[config.mk]
export PLATFORM = sky130hd
export DESIGN_NAME = ole_cell
export DESIGN_NICKNAME = d
export VERILOG_FILES = /design/src/design/ole_pkg.sv /design/src/design/ole_cell.sv
export SDC_FILE = /design/constraint.sdc
export NUM_CORES = 1
export LEC_CHECK = 0
export BUFFER_PORTS_ARGS = -buffer_cell sky130_fd_sc_hd__buf_2
export CORE_AREA = 2 2 278 280
export CTS_BUF_LIST = sky130_fd_sc_hd__clkbuf_4 sky130_fd_sc_hd__clkbuf_8
export CTS_CLUSTER_DIAMETER = 30
export DETAILED_ROUTE_END_ITERATION = 16
export DIE_AREA = 0 0 280 282
export HOLD_SLACK_MARGIN = 0.1
export PLACE_DENSITY = 0.48
export SKIP_CTS_REPAIR_TIMING = 1
export SLEW_MARGIN = 10
export SYNTH_ARGS = -nofsm -noshare
export SYNTH_HDL_FRONTEND = slang
export SYNTH_SLANG_ARGS = --single-unit
[constraint.sdc]
create_clock -name i_clk -period 6.87 [get_ports i_clk]
set_clock_uncertainty 0.1 [all_clocks]
set_input_delay 1.7175 -clock i_clk [delete_from_list [all_inputs] [get_ports i_clk]]
set_output_delay 1.7175 -clock i_clk [all_outputs]
set_load 0.01 [all_outputs]
[src/design/ole_pkg.sv]
// Shared types, codes and width constants for the ordered list engine.
package ole_pkg;

    localparam int CAPACITY_DEF     = 64;
    localparam int PAYLOAD_BITS_DEF = 64;
    localparam int KEY_BITS_DEF     = 32;

    localparam int KIND_W    = 4;
    localparam int STATUS_W  = 3;
    localparam int POS_W     = 7;
    localparam int TOTAL_W   = 7;
    localparam int KEY_W     = 32;
    localparam int PAYLOAD_W = 64;

    // Widest index and count over the whole capacity range.
    localparam int IDX_MAX_W = 10;
    localparam int CNT_MAX_W = 11;

    typedef enum logic [KIND_W-1:0] {
        K_PUSH_FRONT = 4'd0,
        K_PUSH_BACK  = 4'd1,
        K_INSERT_AT  = 4'd2,
        K_POP_FRONT  = 4'd3,
        K_POP_BACK   = 4'd4,
        K_ERASE_AT   = 4'd5,
        K_READ_AT    = 4'd6,
        K_FIND_KEY   = 4'd7,
        K_FRONT      = 4'd8,
        K_BACK       = 4'd9
    } t_kind;

    typedef enum logic [STATUS_W-1:0] {
        ST_OK      = 3'd0,
        ST_RANGE   = 3'd1,
        ST_EMPTY   = 3'd2,
        ST_MISSING = 3'd3,
        ST_FULL    = 3'd4
    } t_status;

    typedef enum logic [1:0] {
        OP_HOLD   = 2'd0,
        OP_INSERT = 2'd1,
        OP_ERASE  = 2'd2
    } t_cell_op;

    typedef struct packed {
        t_cell_op               op;
        logic [IDX_MAX_W-1:0]   idx;
    } t_cell_ctl;

    typedef struct packed {
        logic                   active;
        logic                   done;
        logic                   find;
        logic [IDX_MAX_W-1:0]   target;
        logic [CNT_MAX_W-1:0]   limit;
        logic [KEY_W-1:0]       key;
        logic [KEY_W-1:0]       hit_key;
        logic [PAYLOAD_W-1:0]   hit_payload;
        logic [CNT_MAX_W-1:0]   hit_pos;
    } t_probe;

endpackage

[src/design/ole_cell.sv]
// One list cell: holds a record, shifts for inserts and erases, and passes the lookup probe on.
module ole_cell #(
    parameter int KEY_BITS     = ole_pkg::KEY_BITS_DEF,
    parameter int PAYLOAD_BITS = ole_pkg::PAYLOAD_BITS_DEF,
    parameter int CELL_INDEX   = 0
) (
    input  logic                    i_clk,
    input  logic                    i_rst_n,
    input  ole_pkg::t_cell_ctl      i_ctl,
    input  logic [KEY_BITS-1:0]     i_new_key,
    input  logic [PAYLOAD_BITS-1:0] i_new_payload,
    input  logic [KEY_BITS-1:0]     i_left_key,
    input  logic [PAYLOAD_BITS-1:0] i_left_payload,
    input  logic [KEY_BITS-1:0]     i_right_key,
    input  logic [PAYLOAD_BITS-1:0] i_right_payload,
    output logic [KEY_BITS-1:0]     o_key,
    output logic [PAYLOAD_BITS-1:0] o_payload,
    input  logic                    i_shift,
    input  ole_pkg::t_probe         i_probe,
    output ole_pkg::t_probe         o_probe
);

    localparam int IW = ole_pkg::IDX_MAX_W;
    localparam int CW = ole_pkg::CNT_MAX_W;
    localparam int KW = ole_pkg::KEY_W;
    localparam int PW = ole_pkg::PAYLOAD_W;

    logic [KEY_BITS-1:0]     r_key;
    logic [KEY_BITS-1:0]     n_key;
    logic [PAYLOAD_BITS-1:0] r_payload;
    logic [PAYLOAD_BITS-1:0] n_payload;
    ole_pkg::t_probe         r_probe;
    ole_pkg::t_probe         n_probe;
    logic                    w_here;
    logic                    w_above;
    logic                    w_valid;
    logic                    w_hit;

    assign w_here  = (i_ctl.idx == IW'(CELL_INDEX));
    assign w_above = (IW'(CELL_INDEX) > i_ctl.idx);

    always_comb begin
        n_key     = r_key;
        n_payload = r_payload;
        case (i_ctl.op)
            ole_pkg::OP_INSERT: begin
                if (w_here) begin
                    n_key     = i_new_key;
                    n_payload = i_new_payload;
                end else if (w_above) begin
                    n_key     = i_left_key;
                    n_payload = i_left_payload;
                end
            end
            ole_pkg::OP_ERASE: begin
                if (w_here || w_above) begin
                    n_key     = i_right_key;
                    n_payload = i_right_payload;
                end
            end
            default: begin
                n_key     = r_key;
                n_payload = r_payload;
            end
        endcase
    end

    always_ff @(posedge i_clk) begin
        r_key     <= n_key;
        r_payload <= n_payload;
    end

    assign w_valid = (CW'(CELL_INDEX) < i_probe.limit);
    assign w_hit   = i_probe.active && !i_probe.done &&
                     (i_probe.find ? (w_valid && (i_probe.key[KEY_BITS-1:0] == r_key))
                                   : (i_probe.target == IW'(CELL_INDEX)));

    always_comb begin
        n_probe = i_probe;
        if (w_hit) begin
            n_probe.done        = 1'b1;
            n_probe.hit_key     = KW'(signed'(r_key));
            n_probe.hit_payload = PW'(r_payload);
            n_probe.hit_pos     = CW'(CELL_INDEX + 1);
        end
    end

    always_ff @(posedge i_clk) begin
        if (!i_rst_n) begin
            r_probe <= '0;
        end else if (i_shift) begin
            r_probe <= n_probe;
        end
    end

    assign o_key     = r_key;
    assign o_payload = r_payload;
    assign o_probe   = r_probe;

endmodule

# --- Word level (Yosys, flattened, before mapping) ---
# Index checks and enable logic that the tools add are counted.
totals:
  reg_bits: 259
  input_bits: 466
  out_inout_bits: 259
op_classes:
  order_cmp: 2
  n_eq_ne: 5
  muxes: 11
  reduce_logical: 9
op_table:
  columns: ["cell", "count"]
  rows:
  - ["64-bit two-way mux", 3]
  - ["64-bit case mux with 2 select lines", 1]
  - ["107-bit two-way mux", 1]
  - ["32-bit two-way mux", 3]
  - ["32-bit case mux with 2 select lines", 1]
  - ["32-bit == test", 1]
  - ["10-bit zero test", 2]
  - ["1-bit by 11-bit < comparator with 1-bit output, first input constant", 1]
  - ["1-bit by 10-bit > comparator with 1-bit output, first input constant", 1]
  - ["1-bit logical AND", 3]
  - ["3-bit inequality test, second input constant", 1]
  - ["3-bit AND reduction", 1]
  - ["2-bit by 1-bit == test with 1-bit output, second input constant", 1]
  - ["2-bit == test, second input constant", 1]
  - ["1-bit two-way mux", 2]
  - ["2-bit inequality test, second input constant", 1]
  - ["2-bit nonzero test", 1]
  - ["1-bit zero test", 1]
  - ["1-bit logical OR", 1]

# --- Longest topological paths before layout ---
depth:
  word_depth: 5
  mapped_depth: 9
  depth_no_buf: 6

# --- Least setup slack after synthesis ---
# Ideal clock, no wire load.
synth_path:
  path_kind: "input port to flip-flop"
  startpoint: "input i_ctl[3] in the netlist's numbering"
  endpoint: "register r_key[0], in the netlist o_key[0] (enable)"
  t_arrival_ps: 6770
  required_time_ps: 6218
  path_slack_ps: -552
  path_stages: 6
  path_buffers: 3
  path_cell_list: "nor4_1 -> nand3_1 -> clkbuf_1 -> buf_1 -> buf_2 -> nor2_1"
synth_between:
  elab_chain_cells: 4
  word_cells_on_any_way: 6
  classes_between: "order compare: 1; eq/ne: 2; reduce/logical: 3"
synth_rtl:
  columns: ["item", "line_no", "text"]
  rows:
  - ["from (decl)", "ole_cell.sv:9", "input ole_pkg::t_cell_ctl i_ctl,"]
  - ["1-bit by 10-bit > comparator with 1-bit output / 10-bit zero test (equally long branches)", "ole_cell.sv:40, ole_cell.sv:39", null]
  - ["1-bit logical OR", "ole_cell.sv:56", "if (w_here || w_above) begin"]
  - ["2-bit inequality test (no line)", null, null]
  - ["3-bit AND reduction (no line) *", null, null]
  - ["to (signal assigned)", "ole_cell.sv:69", "r_key <= n_key;"]
  - ["to (decl)", "ole_cell.sv:28", "logic [KEY_BITS-1:0] r_key;"]
# Mark *: on every way between the ends. The rest lies on a longest branch, timed or not.
# A chain may end at the register's enable or synchronous reset.

# --- Worst setup path in the final report ---
layout_path:
  startpoint: "input i_probe[135] in the netlist's numbering"
  endpoint: "register r_probe, in the netlist o_probe[74]"
layout_between:
  elab_chain_cells: 5
layout_rtl:
  columns: ["item", "line_no", "text"]
  rows:
  - ["from (decl)", "ole_cell.sv:19", "input ole_pkg::t_probe i_probe,"]
  - ["32-bit == test", "ole_cell.sv:75", "(i_probe.find ? (w_valid && (i_probe.key[KEY_BITS-1:0] == r_key))"]
  - ["1-bit logical AND", "ole_cell.sv:75", null]
  - ["1-bit two-way mux", "ole_cell.sv:75", null]
  - ["1-bit logical AND", "ole_cell.sv:74", "assign w_hit = i_probe.active && !i_probe.done &&"]
  - ["107-bit two-way mux", "ole_cell.sv:80", "if (w_hit) begin"]
  - ["to (signal assigned)", "ole_cell.sv:92", "r_probe <= n_probe;"]
  - ["to (decl)", "ole_cell.sv:32", "ole_pkg::t_probe r_probe;"]
# Every way passes these cells.

==> summary.txt <==
Place
  • Hpwl dp: 42.3 mm
  • Inst Count DP: 2,855
  • PortBufs: 724
  • GPL Wtd Cong: 0.786

STA
  • Final hold violations: 0
  • Post-layout min period: 4.11 ns
  • Worst-Margin Slew: 0.897 ns
  • Setup TNS: 0 ns
  • RSZ-0062 raised after global routing: false
  • Final setup viols: 0
  • Tcrit/Tclk final: 59.9%
  • Slew margin rel.: 40.2%
  • Slew Limit Fails: 0
  • Fmax: 243 MHz

Worst setup path
  • Worst setup EP type: flop
  • Data required, critical path: 7.31 ns
  • CP peak stage delay: 0.75 ns
  • Cell chain of the critical path: buf_2 > xor2_1 > nor4_1 > nand4_1 > o31ai_4 > buf_4 > nand2_1 > a31oi_1
  • Slowest-stage cell, CP: nor4_1
  • Worst path bufs/invs: 2
  • Family with the most delay on the worst path: simple AND/OR/NAND/NOR gates
  • Setup slack, reg-to-reg: 3.51 ns
  • Arrival time worst endpoint: 4.55 ns
  • Startpoint Class: input pin
  • Critical path class: in2reg
  • Crit-path max FO: 48

Yosys
  • Post-synthesis cell type count: 24
  • Post-Syn Nets: 1,706
  • Mean Syn Cell Area: 9.47 µm²
  • #FFs+latches synth: 259
  • Register area share after synthesis: 52.4%
  • Gate Count Post-Synth: 1,240
  • Synth Cell Area: 0.0117 mm²
  • Yosys warns: 0

Floorplan
  • Core Area: 0.0757 mm²
  • Initial core utilization: 15.5%
  • Standard-cell rows: 101
  • Die Y: 282 µm
  • DIE AREA: 0.0790 mm²
  • Die Wd: 280 µm
  • IO Pins: 725

Pwr
  • Leak Pwr: 8.80 nW
  • Cell Pwr Density: 258 mW/mm²
  • Clk pwr share: 54.0%
  • Sw Share: 25.3%
  • Maximum vdd drop: 0.110 mV
  • P_int: 0.00352 W
  • Reg power frac: 35.9%
  • Psw: 0.00119 W
  • Combinational power share: 10.1%

Flow run
  • Max cap viols: 0

Routing
  • Routed Antenna Nets: 0
  • Via/cell ratio: 3.94
  • Initial DRC count: 479
  • Drt pass-1 iters: 4
  • Avg WL per Cell: 18.4 µm
  • DRC violations left: 0
  • Final WL: 55.3 mm
  • DR vias: 11,854

GRT
  • Vias in the first global route: 12,069
  • Total gr overflow: 0
  • Initial antenna violation count: 5
  • Largest net degree at the start of global routing: 145
  • GRT Total Usage: 13.3%
  • First-pass GRT wire length: 77.9 mm

Run status
  • Outcome: complete, no violations

Final layout
  • Layout Cells excl Fill: 3,009
  • Most frequent cells in the layout: buf_2, nand2_1, o21ai_0
  • Fill count: 8,353
  • Most common cell after layout, fill and taps aside: buf_2
  • Area occupied by registers: 0.00615 mm²
  • Layout Nets: 2,427
  • Area occupied by multi-input gates: 0.00521 mm²
  • Share of cells above drive strength 1: 43.9%
  • Area grow syn2layout: 55.5%

CTS
  • CTS tree: done
  • Worst-Skew Late Latency: 0.66 ns
  • # clock sinks: 259
  • Root buf cell: clkbuf_8
  • CTS buffer count: 82
  • Deepest clock path buffer count: 3
  • Reg clk slew, reported paths: 0.05 ns
  • Depth of the CTS H-tree: 3

Worst hold path
  • Class of the worst hold path: reg2reg
-- power groups by stage --
stage | Combinational (W) | Sequential [W] | Clock, W
2_1_floorplan | 0.000174 | 0.00175 | 0
5_1_grt | 0.000532 | 0.00170 | 0.00273
4_1_cts | 0.000489 | 0.00169 | 0.00264
3_3_place_gp | 0.000487 | 0.00172 | 0
6_report | 0.000478 | 0.00169 | 0.00255
3_5_place_dp | 0.000488 | 0.00172 | 0
-- flip-flops by register name (all words and copies together) (netlist names) --
signal and count:
o_key 32, o_payload 64, o_probe 163
-- per-layer routing --
| metal | share of wire, % | vias to the layer above | global-route usage [%] |
|---|---|---|---|
| li1 | - | 5858 | - |
| met1 | 39 | 5407 | 14.8 |
| met2 | 51 | 490 | 23.9 |
| met3 | 7.2 | 93 | 3.76 |
| met4 | 2.6 | 6 | 5.40 |
| met5 | 0.074 | - | 0 |
-- cells in the mapped netlist --
master	n	area (µm²)
nor3_1	3	15.0
o31ai_2	1	12.5
a21boi_0	10	75.1
nand3_1	12	60.1
mux2i_1	151	1510
buf_1	12	45.0
o21ai_0	194	971
buf_6	2	22.5
buf_2	13	65.1
nand2_1	288	1080
nor2_1	4	15.0
edfxtp_1	96	2880
buf_4	1	7.51
xor2_1	31	272
nor4_1	13	81.3
nor2b_1	57	357
dfxtp_1	163	3260
nand4_1	4	25.0
xnor2_1	2	17.5
nand2b_1	10	62.6
a21oi_1	2	10.0
clkbuf_1	74	278
o31a_1	1	8.76
a31oi_1	96	601
-- worst reg2reg max path: stages, from the launching register on --
cell and delay, ns:
edfxtp_1 0.43, xor2_1 0.25, nor4_1 0.76, nand4_1 0.37
o31ai_4 0.40, buf_4 0.54, nand2_1 0.23, a31oi_1 0.18
-- metrics by stage --
step / hold WS, ns / worst slack (ns) / total power [W] / util, % / cell area, µm²
6_report: 0.378 / 2.76 / 0.00472 / 24.1 / 18300
3_5_place_dp: 0.370 / 2.09 / 0.00221 / 21.7 / 16400
3_3_place_gp: 0.367 / 2.14 / 0.00221 / 21.7 / 16400
5_1_grt: 0.408 / 2.71 / 0.00496 / 24.1 / 18300
4_1_cts: 0.379 / 2.77 / 0.00482 / 24.1 / 18300
2_1_floorplan: 0.398 / 1.07 / 0.00192 / - / 11700
-- worst paths after layout --
check	from	endpoint	cells past startpoint
setup / recovery	i_probe[135]	o_probe[74]$_SDFFE_PN0P_	8
hold / removal	o_probe[7]$_SDFFE_PN0P_	o_probe[7]$_SDFFE_PN0P_	2
setup reg to reg	o_key[28]$_DFFE_PP_	o_probe[74]$_SDFFE_PN0P_	7
hold reg to reg	o_probe[7]$_SDFFE_PN0P_	o_probe[7]$_SDFFE_PN0P_	2
-- kinds of logic (layout without fill, tap and decap cells) --
| logic type | Yosys count | in the layout | share of synthesized area, % |
|---|---|---|---|
| buffers and inverters | 102 | 892 | 3.56 |
| muxes | 151 | 151 | 12.9 |
| DFF | 259 | 259 | 52.4 |
| and+or+nand+nor | 391 | 391 | 14.5 |
| other | 0 | 1 | 0 |
| AOI/OAI and AO/OA | 304 | 304 | 14.3 |
| xor gates and xnor gates | 33 | 33 | 2.46 |
-- cell type report --
class                      instances  share of cell area [%]
clock inverter                    32                    1.89
multi-input combinational        879                    28.6
timing repair buffer             739                    20.9
clock buffer                     121                    8.27
sequential                       259                    33.7
tap                              978                    6.70
antenna                            1                  0.0137
No activity file was read; power rests on OpenSTA's default activity.
